<file path="config.mk">
export PLATFORM = sky130hd
export DESIGN_NAME = dtq_fill_div
export DESIGN_NICKNAME = d
export VERILOG_FILES = /design/src/hw/rtl/dtq_pkg.sv /design/src/hw/rtl/dtq_fill_div.sv
export SDC_FILE = /design/constraint.sdc
export NUM_CORES = 1
export LEC_CHECK = 0
export BUFFER_PORTS_ARGS = -buffer_cell sky130_fd_sc_hd__buf_4
export CORE_UTILIZATION = 35
export DETAILED_ROUTE_END_ITERATION = 6
export PLACE_DENSITY_LB_ADDON = 0.3
export SYNTH_ARGS = -nofsm -noshare
export SYNTH_HDL_FRONTEND = slang
export SYNTH_SLANG_ARGS = --single-unit
</file>
<file path="constraint.sdc">
create_clock -name clk -period 2.4 [get_ports clk]
set_input_delay 0.12 -clock clk [delete_from_list [all_inputs] [get_ports clk]]
set_output_delay 0.12 -clock clk [all_outputs]
set_load 0.01 [all_outputs]
</file>
<file path="src/hw/rtl/dtq_pkg.sv">
`timescale 1ns / 1ps

package dtq_pkg;

  localparam int QUEUE_DEPTH = 64;
  localparam int IDX_W = $clog2(QUEUE_DEPTH);
  localparam int CNT_W = $clog2(QUEUE_DEPTH + 1);
  localparam int FILL_W = $clog2(QUEUE_DEPTH * 100 + 1);
  localparam int PCT_W = 7;
  localparam int LIMIT_W = 7;

  typedef enum logic [1:0] {
    REQ_ADD      = 2'd0,
    REQ_SWEEP    = 2'd1,
    REQ_DISPATCH = 2'd2,
    REQ_NONE     = 2'd3
  } req_t;

  typedef enum logic [2:0] {
    ST_ADDED      = 3'd0,
    ST_DROP_FULL  = 3'd1,
    ST_SWEEP_DONE = 3'd2,
    ST_DISPATCHED = 3'd3,
    ST_NOTHING    = 3'd4
  } status_t;

  typedef enum logic [2:0] {
    S_IDLE,
    S_SCAN,
    S_MUL,
    S_FIT,
    S_COMPACT,
    S_FILL_GO,
    S_FILL_WAIT
  } state_t;

  typedef struct packed {
    logic [30:0] id;
    logic [30:0] work;
    logic [31:0] arrival;
    logic [32:0] deadline;
  } entry_t;

endpackage

</file>
<file path="src/hw/rtl/dtq_fill_div.sv">
`timescale 1ns / 1ps

module dtq_fill_div (
  input  logic                      clk,
  input  logic                      rst_n,
  input  logic                      start,
  input  logic [dtq_pkg::FILL_W-1:0] dividend,
  input  logic [dtq_pkg::CNT_W-1:0]  divisor,
  output logic                      done,
  output logic [dtq_pkg::PCT_W-1:0]  quotient
);
  import dtq_pkg::*;

  localparam int STEP_W = $clog2(FILL_W + 1);

  logic              busy_r, busy_nxt;
  logic              done_r, done_nxt;
  logic [STEP_W-1:0] step_r, step_nxt;
  logic [FILL_W-1:0] dvd_r, dvd_nxt;
  logic [FILL_W-1:0] quo_r, quo_nxt;
  logic [CNT_W:0]    rem_r, rem_nxt;
  logic [CNT_W-1:0]  dvs_r, dvs_nxt;
  logic [CNT_W:0]    rem_t;

  always_ff @(posedge clk) begin
    if (!rst_n) begin
      busy_r <= 1'b0;
      done_r <= 1'b0;
    end else begin
      busy_r <= busy_nxt;
      done_r <= done_nxt;
    end
    step_r <= step_nxt;
    dvd_r  <= dvd_nxt;
    quo_r  <= quo_nxt;
    rem_r  <= rem_nxt;
    dvs_r  <= dvs_nxt;
  end

  // one quotient bit per cycle, restoring
  always_comb begin
    busy_nxt = busy_r;
    done_nxt = 1'b0;
    step_nxt = step_r;
    dvd_nxt  = dvd_r;
    quo_nxt  = quo_r;
    rem_nxt  = rem_r;
    dvs_nxt  = dvs_r;
    rem_t    = {rem_r[CNT_W-1:0], dvd_r[FILL_W-1]};
    if (start) begin
      busy_nxt = 1'b1;
      step_nxt = STEP_W'(FILL_W);
      dvd_nxt  = dividend;
      quo_nxt  = '0;
      rem_nxt  = '0;
      dvs_nxt  = divisor;
    end else if (busy_r) begin
      dvd_nxt = {dvd_r[FILL_W-2:0], 1'b0};
      if (rem_t >= {1'b0, dvs_r}) begin
        rem_nxt = rem_t - {1'b0, dvs_r};
        quo_nxt = {quo_r[FILL_W-2:0], 1'b1};
      end else begin
        rem_nxt = rem_t;
        quo_nxt = {quo_r[FILL_W-2:0], 1'b0};
      end
      step_nxt = step_r - STEP_W'(1);
      if (step_r == STEP_W'(1)) begin
        busy_nxt = 1'b0;
        done_nxt = 1'b1;
      end
    end
  end

  assign done     = done_r;
  assign quotient = (quo_r > FILL_W'(100)) ? PCT_W'(100) : quo_r[PCT_W-1:0];

endmodule

</file>
# Word-level counts from Yosys, hierarchy flattened

Cells that the tools add are included.
Widths: inputs -> output; s select.

Bits of input ports: 23
Register bits: 46

Add/subtract/negate cells: 2
Magnitude comparators: 2
Equal/unequal tests: 1
Reduce and logical (&&, ||, !) cells: 2
Muxes and demuxes: 9
Bitwise logic cells: 2

Operators with widths:

| cell                | number |
|---|---|
| $mux 13             | 2 |
| $mux 7              | 2 |
| $gt 13x7->1 const B | 1 |
| $ge 8x7->1          | 1 |
| $sub 7x7->7         | 1 |
| $mux 1              | 5 |
| $eq 4x1->1 const B  | 1 |
| $sub 4x1->4 const B | 1 |
| $reduce_or 3->1     | 1 |
| $not 1->1           | 2 |
| $reduce_bool 2->1   | 1 |

# Logic depth before layout (Yosys ltp)

Gate-level depths: netlist of run 1.

Depth after elaboration: 4
Mapped depth: 7
Depth with buffers taken out: 7

# Worst setup path before layout of run 1

OpenSTA, ideal clock, no wires.

Kind: flip-flop to flip-flop
Start: register dvd_r[12]
End: register rem_r[3]
Setup slack: 0.454 ns
Arrival: 1.814 ns
Library setup time: 0.132 ns
Stages on the path, launching flop included: 8
Path through: edfxtp_1 > inv_1 > ha_1 > fa_1 > nand2b_1 > a211o_2 > a41oi_1 > o31ai_1

Word-level cells in the longest chain between the ends: 2
Elaborated cells between the ends (all ways): 3

Ends and longest elaborated chain:

| item                                             | RTL line                               | RTL |
|---|---|---|
| start, declared                                  | dtq_fill_div.sv:19                     | `logic [FILL_W-1:0] dvd_r, dvd_nxt;` |
| start signal, assigned                           | dtq_fill_div.sv:34                     | `dvd_r <= dvd_nxt;` |
| $sub 7x7->7 / $ge 8x7->1 (equally long branches) | dtq_fill_div.sv:60, dtq_fill_div.sv:59 |  |
| $mux 7 *                                         | dtq_fill_div.sv:59                     | `if (rem_t >= {1'b0, dvs_r}) begin` |
| end signal, assigned                             | dtq_fill_div.sv:36                     | `rem_r <= rem_nxt;` |
| end, declared                                    | dtq_fill_div.sv:21                     | `logic [CNT_W:0] rem_r, rem_nxt;` |

Every way passes the cells marked *; elsewhere a longest branch is shown, timed or not.
A chain may end at the register's enable or synchronous reset.

# Worst setup path after layout of run 1

Start: register dvd_r[12]
End: register rem_r[6]

Same word-level chain as after synthesis.

==> results of run 1 <==
==> worst register-to-register path: stages (launching register included) <==
cell and delay [ns]:
edfxtp_1 0.35, inv_1 0.04, ha_1 0.21, fa_1 0.41, nand2b_1 0.25, a211o_2 0.40
a41oi_1 0.22, o21ai_0 0.11
==> through the flow <==
| stage | setup WS [ns] | power [uW] | util (%) |
|---|---|---|---|
| 2_1_floorplan | 0.4536 | 1102 | - |
| 3_3_place_gp | 0.3602 | 1179 | 41.26 |
| 3_5_place_dp | 0.3134 | 1182 | 41.26 |
| 4_1_cts | 0.3005 | 1778 | 44.09 |
| 5_1_grt | 0.1661 | 1846 | 44.09 |
| 6_report | 0.2955 | 1752 | 44.09 |
==> layout make-up <==
| type | count | share of cell area, % |
|---|---|---|
| multi-input combinational | 158 | 40.82 |
| inverter | 12 | 1.582 |
| timing repair buffer | 39 | 10.90 |
| tap | 77 | 3.383 |
| sequential | 46 | 39.37 |
| clock inverter | 3 | 1.538 |
| clock buffer | 5 | 2.417 |
==> layer usage <==
layer	global-route usage, %	part of all wire, %	up-vias
li1	-	-	890
met3	3.638	4.0	2
met1	16.38	49	752
met4	5.643	0.68	0
met5	0	0	-
met2	21.98	47	26
==> registers in the layout, summed over array words and instances, names as in the netlist <==
register and flops:
rem_r 7, step_r 4, dvs_r 7, busy_r 1, dvd_r 13, quo_r 13
done 1
==> cell usage in the layout (no fill, tap or decap), drive strengths merged, types with 2 or more instances in the layout <==
master        n
buf          32
inv          13
edfxtp       20
nor2         27
a41oi         4
a21oi         3
clkbuf        5
nand2b        8
nor3b         7
ha            9
nand4         3
mux2         12
nand3         2
mux2i        12
nand2        11
and2          6
dlygate4sd3   7
o31ai         4
or2           5
o311ai        2
nor2b         7
nor3          3
o21a          2
a211oi        6
xnor2         4
dfxtp        26
o21ai         5
==> power groups by stage <==
stage / Sequential, uW / Combinational [uW] / Clock, uW
after floorplan: 903 / 199 / 0
after global placement: 914 / 264 / 0
after detailed placement: 915 / 267 / 0
after CTS: 897 / 276 / 605
after global routing: 904 / 309 / 633
final: 895 / 274 / 583
==> repair_timing <==
action,CTS,global route
endpoints found under the setup margin,0,0
hold buffers,7,0
hold endpoints to repair,7,0
==> Yosys cell counts (all sizes together), types with 2 or more instances <==
master,number
a211oi,6
nor3b,7
nor2,27
nand2b,8
a41oi,4
mux2i,12
a21oi,3
clkbuf,4
nand4,3
dfxtp,26
and2,6
o21a,2
o31ai,4
edfxtp,20
o21ai,5
buf,6
nand3,2
o311ai,2
mux2,12
nor3,3
nor2b,7
or2,5
xnor2,4
nand2,11
ha,9
inv,12
==> final timing paths <==
path,cells after the start,to,from
max,7,rem_r[6],dvd_r[12]
min,2,busy_r,rst_n
max reg2reg,7,rem_r[6],dvd_r[12]
min reg2reg,2,step_r[1],step_r[1]
==> logic make-up (layout without fill, tap and decap cells) <==
group / Yosys count / count (layout) / share of synthesized area (%)
buffers and inverters: 22 / 59 / 3.694
muxes: 24 / 24 / 10.77
AOI/OAI and AO/OA: 36 / 36 / 12.30
and+or+nand+nor: 84 / 84 / 18.89
DFF: 46 / 46 / 47.28
xor gates and xnor gates: 4 / 4 / 1.477
adders and majority gates: 10 / 10 / 5.594
==> impl_metrics.toml, run 1 <==
[synth]
synth_area_um2 = 2371
synth-edff-count = 20
yosys-top-cells-area = "edfxtp_1, dfxtp_1, mux2_2"
synth_cell_type_count = 48
ys_warn_count = 0
avgSynthCellArea_um2 = 10.49
synthArstFlopShare_pct = 0
yosysTopAreaCell = "edfxtp_1"
synth_top_area_share_pct = 25.33
yosysSeqAreaShare_pct = 47.28
synth_ff_type = "dfxtp_1"
syn_inst = 226
synth_fp_nets = 259
ys_seq_elements = 46

[worst_setup_path]
end_kind = "flip-flop"
crit_slowest_cell = "fa_1"
cp_data_required_time_ns = 2.58
crit_fanout = 7
critical_path_buf_inv_count = 1
cp_cell_sequence = "inv_1 > ha_1 > fa_1 > nand2b_1 > a211o_2 > a41oi_1 > o21ai_0"
setup.worst_path.start_class = "flip-flop"
crit_family = "compound AO/OA/AOI/OAI gates"
path_class = "flip-flop to flip-flop"
max_stage_delay_ns = 0.41
r2r_slack_ns = 0.30
crit_arrival_ns = 2.28

[cts]
cts_post_setup_buffers_inserted = 0
cts.root.buffer_cell = "clkbuf_8"
clock_path_buffers = 2
clkTransAtPathRegs_ns = 0.09
h-tree-depth = 2
cts_buffers = 5
tritoncts = "built"
clk_latency_ns = 0.30
clock_sinks = 46
postCtsResizedCells = 0

[global_routing]
grt_pass1_vias = 1729
overflow = 0
grt_max_degree = 57
antenna_found_initial = 0
track_usage_pct = 13.31
grt_pass1_wl_mm = 7.555

[placement]
gp_congestion = 0.7687
placed_area_um2 = 2665
io_buffers = 30
dp.cells = 325
dp_hpwl_mm = 2.910

[sta]
min_period_ns = 2.105
clock_skew_ns = 0.004938
hold_ws_ns = 0.04102
hold_viol = 0
relSlewSlack_pct = 62.14
rsz0062_at_grt = "no"
timing.final.crit_share_pct = 87.69
worst_pin_slew_ns = 0.5679
setup-tns-final_ns = 0
max_freq_ghz = 0.4752
final-setup-viol-count = 0
drv_slew = 0

[route]
drtIter0Drc = 86
drc_errors = 0
wl_per_cell_um = 12.46
first_pass_iters = 4
via_count = 1670
vias_per_cell = 4.912
finalWirelength_mm = 4.236
ant_nets = 0

[power]
power.density_nw_per_um2 = 615.2
seqPwrFrac_pct = 51.1
intPower_uw = 1319
p_switching_uw = 432.7
cellLeakagePower_uw = 0.001171
pwr-share-comb_pct = 15.6
power.clock.fraction_pct = 33.3
netSwitchingFraction_pct = 24.70
ir_drop_mv = 0.3361

[die]
die_area_um2 = 7107
die_x_um = 84.31
core_region_area_um2 = 6459
fp.dieH_um = 84.31
num_rows = 29
io_pins = 31
start_util_pct = 36.71

[finish]
design_area_um2 = 2848
finish.net_count = 295
layoutNonFillerInstCount = 340
fillCellCount = 622
multi_input_area_um2 = 1162
drive_gt1_share_pct = 23.95
syn2layout_area_growth_pct = 20.11
register_area_um2 = 1121
n_antenna_cell = 0

[run]
cap_violations = 0

[outcome]
status = "finished clean"

[worst_hold_path]
hold_path.class = "primary input to flip-flop"
No activity file was read; power rests on OpenSTA's default activity.
==> run 2, diff against run 1 <==
--- a/config.mk
+++ b/config.mk
@@ -5,8 +5,9 @@
 export SDC_FILE = /design/constraint.sdc
 export NUM_CORES = 1
 export LEC_CHECK = 0
+export ABC_CLOCK_PERIOD_IN_PS = 2400
 export BUFFER_PORTS_ARGS = -buffer_cell sky130_fd_sc_hd__buf_4
-export CORE_UTILIZATION = 35
+export CORE_UTILIZATION = 57
 export DETAILED_ROUTE_END_ITERATION = 6
 export PLACE_DENSITY_LB_ADDON = 0.3
 export SYNTH_ARGS = -nofsm -noshare
==> impl_metrics.toml, run 2 (synthesized netlist as in run 1, its figures left out) <==
[outcome]
status = "finished clean"

[placement]
io_buffers = 30
placed_area_um2 = 2631
gp_congestion = 0.8115
dp_hpwl_mm = 2.869

[power]
seqPwrFrac_pct = 52.1
power.clock.fraction_pct = 31.8
intPower_uw = 1305
ir_drop_mv = 0.4930
cellLeakagePower_uw = 0.001169
p_switching_uw = 415.7
finalPower_uw = 1720
pwr-share-comb_pct = 16.1
netSwitchingFraction_pct = 24.16
power.density_nw_per_um2 = 611.7

[worst_setup_path]
r2r-end = "rem_r[3]"
r2r_cells = 7
crit_fanout = 7
r2r_slack_ns = 0.29
path_class = "flip-flop to flip-flop"
cp-endpoint = "rem_r[3]"
setup.worst_path.start_class = "flip-flop"
crit_path_start = "dvd_r[12]"
regToRegStartpoint = "dvd_r[12]"
crit_arrival_ns = 2.27
end_kind = "flip-flop"
cp_data_required_time_ns = 2.57

[cts]
cts_buffers = 5
cts.root.buffer_cell = "clkbuf_8"
tritoncts = "built"
clock_path_buffers = 2
clk_latency_ns = 0.29
clock_sinks = 46
h-tree-depth = 2
clkTransAtPathRegs_ns = 0.08

[die]
io_pins = 31
fp.dieH_um = 66.50
die_area_um2 = 4422
die_x_um = 66.50
start_util_pct = 59.27
num_rows = 23
core_region_area_um2 = 4000

[route]
drtIter0Drc = 115
drc_errors = 0
via_count = 1720
first_pass_iters = 4
vias_per_cell = 5.495
wl_per_cell_um = 13.09
ant_nets = 0
finalWirelength_mm = 4.097

[sta]
min_period_ns = 2.106
hold_ws_ns = 0.04785
drv_slew = 0
relSlewSlack_pct = 62.63
hold_viol = 0
final-setup-viol-count = 0
worst_pin_slew_ns = 0.5605
setup-tns-final_ns = 0
max_freq_ghz = 0.4749
rsz0062_at_grt = "no"
clock_skew_ns = 0.005708
timing.final.crit_share_pct = 87.75

[run]
cap_violations = 0

[global_routing]
overflow = 0
antenna_found_initial = 0
track_usage_pct = 21.64
grt_max_degree = 57
grt_pass1_wl_mm = 7.231
grt_pass1_vias = 1599

[finish]
reg_top3 = "dvd_r (13), quo_r (13)"
final_cell_mix = "buf_4, nor2_1, dfxtp_1"
syn2layout_area_growth_pct = 18.63
fillCellCount = 303
n_antenna_cell = 0
finish.net_count = 295
drive_gt1_share_pct = 23.57
layout_commonest_cell = "buf_4"
design_area_um2 = 2813

[worst_hold_path]
hold_path.class = "primary input to flip-flop"
[run 2: cell types whose count changed in the layout (fill, tap and decap cells not counted)]
cell / change
bufinv_16: -1
clkbuf_1: +1
clkbuf_16: +1
clkbuf_8: +1
clkinv_2: -1
inv_6: -1
[run 2: worst min-delay path by stage]
stage / slack, ns / endpoint / depth (start not counted) / from
after detailed placement: 0.30 / dvs_r[3] / 1 / divisor[3]
after floorplan: 0.22 / dvs_r[0] / 0 / divisor[0]
after CTS: 0.04 / busy_r / 2 / rst_n
after global placement: 0.30 / dvs_r[1] / 1 / divisor[1]
after global routing: 0.04 / busy_r / 2 / rst_n
final: 0.05 / busy_r / 2 / rst_n
[run 2: cell type report]
cell class | instances | area, um^2 | share of cell area, %
tap | 50 | 62.56 | 2.224
timing repair buffer | 39 | 310.3 | 11.03
multi-input combinational | 158 | 1162 | 41.33
clock buffer | 8 | 111.4 | 3.959
inverter | 12 | 45.04 | 1.601
sequential | 46 | 1121 | 39.86
[run 2: critical path, stage by stage, from the launching register on]
cell,delay (ns)
edfxtp_1,0.35
inv_1,0.05
ha_1,0.22
fa_1,0.40
nand2b_1,0.25
a211o_2,0.40
a41oi_1,0.23
o31ai_1,0.09
[run 2: what timing repair did]
item / in CTS / in global routing
endpoints found under the hold margin: 7 / 0
buffers inserted: 0 / 0
hold buffers: 7 / 0
gates resized for setup: 0 / 0
[run 2: through the flow]
stage	worst slack, ns	utilization [%]	cells
after CTS	0.2978	70.32	313
after detailed placement	0.3153	65.78	298
final	0.2941	70.32	313
after floorplan	0.4536	-	226
after global placement	0.3667	65.78	298
after global routing	0.1724	70.32	313
[run 2: power groups by stage]
stage               sequential, uW  combinational, uW  clock (uW)
finish                         896                278         547
global route                   903                311         598
CTS                            896                279         563
detailed placement             914                267           0
global placement               913                260           0
floorplan                      903                199           0
[run 2: metal layers]
| metal | GRT usage, % | wire [um] | share of wire (%) | up-vias |
|---|---|---|---|---|
| met1 | 28.20 | 1954 | 48 | 789 |
| met4 | 5.851 | 14 | 0.34 | 0 |
| met5 | 0 | 0 | 0 | - |
| li1 | - | - | - | 886 |
| met2 | 34.69 | 1941 | 47 | 43 |
| met3 | 6.678 | 186 | 4.5 | 2 |
==> run 3, diff against run 2 <==
--- a/config.mk
+++ b/config.mk
@@ -5,11 +5,12 @@
 export SDC_FILE = /design/constraint.sdc
 export NUM_CORES = 1
 export LEC_CHECK = 0
-export ABC_CLOCK_PERIOD_IN_PS = 2400
+export ABC_CLOCK_PERIOD_IN_PS = 2500
 export BUFFER_PORTS_ARGS = -buffer_cell sky130_fd_sc_hd__buf_4
-export CORE_UTILIZATION = 57
+export CORE_UTILIZATION = 60
 export DETAILED_ROUTE_END_ITERATION = 6
 export PLACE_DENSITY_LB_ADDON = 0.3
+export REMOVE_ABC_BUFFERS = 1
 export SYNTH_ARGS = -nofsm -noshare
 export SYNTH_HDL_FRONTEND = slang
 export SYNTH_SLANG_ARGS = --single-unit
==> constraint.sdc (replaced) <==
create_clock -name clk -period 2.5 [get_ports clk]
set_input_delay 0.125 -clock clk [delete_from_list [all_inputs] [get_ports clk]]
set_output_delay 0.125 -clock clk [all_outputs]
set_load 0.01 [all_outputs]
==> impl_metrics.toml, run 3 (synthesized netlist as in run 1, its figures left out) <==
[die]
io_pins = 31
num_rows = 22
die_area_um2 = 4207
start_util_pct = 63.80
die_x_um = 64.86
core_region_area_um2 = 3716
fp.dieH_um = 64.86

[placement]
dp.cells = 296
dp_slack_ns = 0.4230
dp_hpwl_mm = 2.946
io_buffers = 30
gp_congestion = 0.8354

[cts]
h-tree-depth = 2
clock_sinks = 46
clock_path_buffers = 2
cts_post_setup_buffers_inserted = 0
postCtsResizedCells = 0
tritoncts = "built"
cts.root.buffer_cell = "clkbuf_8"
clkTransAtPathRegs_ns = 0.08
clk_latency_ns = 0.30
cts_buffers = 5
cts-hold-fix-buffers = 4

[sta]
timing.final.crit_share_pct = 84.62
max_freq_ghz = 0.4727
worst_pin_slew_ns = 0.5878
hold_ws_ns = 0.007820
final-setup-viol-count = 0
min_period_ns = 2.116
setup_slack_ns = 0.3845
relSlewSlack_pct = 60.76
drv_slew = 0
rsz0062_at_grt = "no"
hold_viol = 0
setup-tns-final_ns = 0
clock_skew_ns = 0.006326

[global_routing]
antenna_found_initial = 0
grt_max_degree = 57
grt_pass1_wl_mm = 7.051
overflow = 0
track_usage_pct = 22.06
grt_pass1_vias = 1619

[finish]
layout_commonest_cell = "buf_4"
finish.net_count = 292
layoutNonFillerInstCount = 308
final_util_pct = 74.14
n_antenna_cell = 0
drive_gt1_share_pct = 23.85
fillCellCount = 293
syn2layout_area_growth_pct = 16.20
reg_top3 = "dvd_r (13), quo_r (13)"
final_cell_mix = "buf_4, nor2_1, dfxtp_1"

[route]
first_pass_iters = 4
ant_nets = 0
wl_per_cell_um = 13.19
vias_per_cell = 5.682
finalWirelength_mm = 4.063
drc_errors = 0
drtIter0Drc = 85
via_count = 1750

[outcome]
status = "finished clean"

[power]
ir_drop_mv = 0.4151
power.density_nw_per_um2 = 567.4
cellLeakagePower_uw = 0.001145

[worst_hold_path]
hold_path.class = "primary input to flip-flop"
min-delay-start = "divisor[4]"

[worst_setup_path]
end_kind = "flip-flop"
max_stage_delay_ns = 0.40
setup.worst_path.start_class = "flip-flop"
cp_data_required_time_ns = 2.67
path_class = "flip-flop to flip-flop"
cp_cell_sequence = "inv_1 > ha_1 > fa_1 > nand2b_1 > a211o_2 > a41oi_1 > o31ai_1"
crit_fanout = 7
regToRegStartpoint = "dvd_r[12]"
crit_path_start = "dvd_r[12]"
crit_arrival_ns = 2.28
crit_slowest_cell = "fa_1"

[run]
cap_violations = 0
[run 3: worst paths after layout]
check / to / slack (ns) / cells after the start
setup reg to reg: rem_r[3] / 0.38 / 7
hold / removal: dvs_r[4] / 0.008 / 1
hold reg to reg: step_r[3] / 0.50 / 2
setup / recovery: rem_r[3] / 0.38 / 7
[run 3: layout make-up]
cell class | instances | area (um^2) | area share (%)
timing repair buffer | 36 | 280.3 | 10.17
clock inverter | 2 | 13.76 | 0.4995
sequential | 46 | 1121 | 40.69
multi-input combinational | 158 | 1162 | 42.19
tap | 48 | 60.06 | 2.180
clock buffer | 6 | 72.57 | 2.634
inverter | 12 | 45.04 | 1.635
[run 3: power breakdown]
group          internal (uW)  total [uW]  leakage, uW  switching [uW]
combinational            128         259     0.000689             131
sequential               835         862     0.000411            27.2
clock                    197         442    0.0000452             244
total                   1160        1560      0.00115             402
[run 3: per-layer routing]
metal	share of wire, %	GRT usage, %
met1	46	29.58
met2	48	35.16
met3	4.4	4.225
met4	1.5	8.333
met5	0	0
[run 3: worst max-delay path: cells and delay by family, from the launching register on]
family,cells,cell delay (ns)
AOI/OAI and AO/OA,3,0.73
adders and majority gates,2,0.61
buffers and inverters,1,0.05
DFF,1,0.36
and+or+nand+nor,1,0.24
[run 3: metrics by stage]
step / cell area (um^2) / power, uW
after CTS: 2755 / 1572
after detailed placement: 2629 / 1133
after global routing: 2755 / 1630
final: 2755 / 1563
after floorplan: 2328 / 1046
after global placement: 2629 / 1127
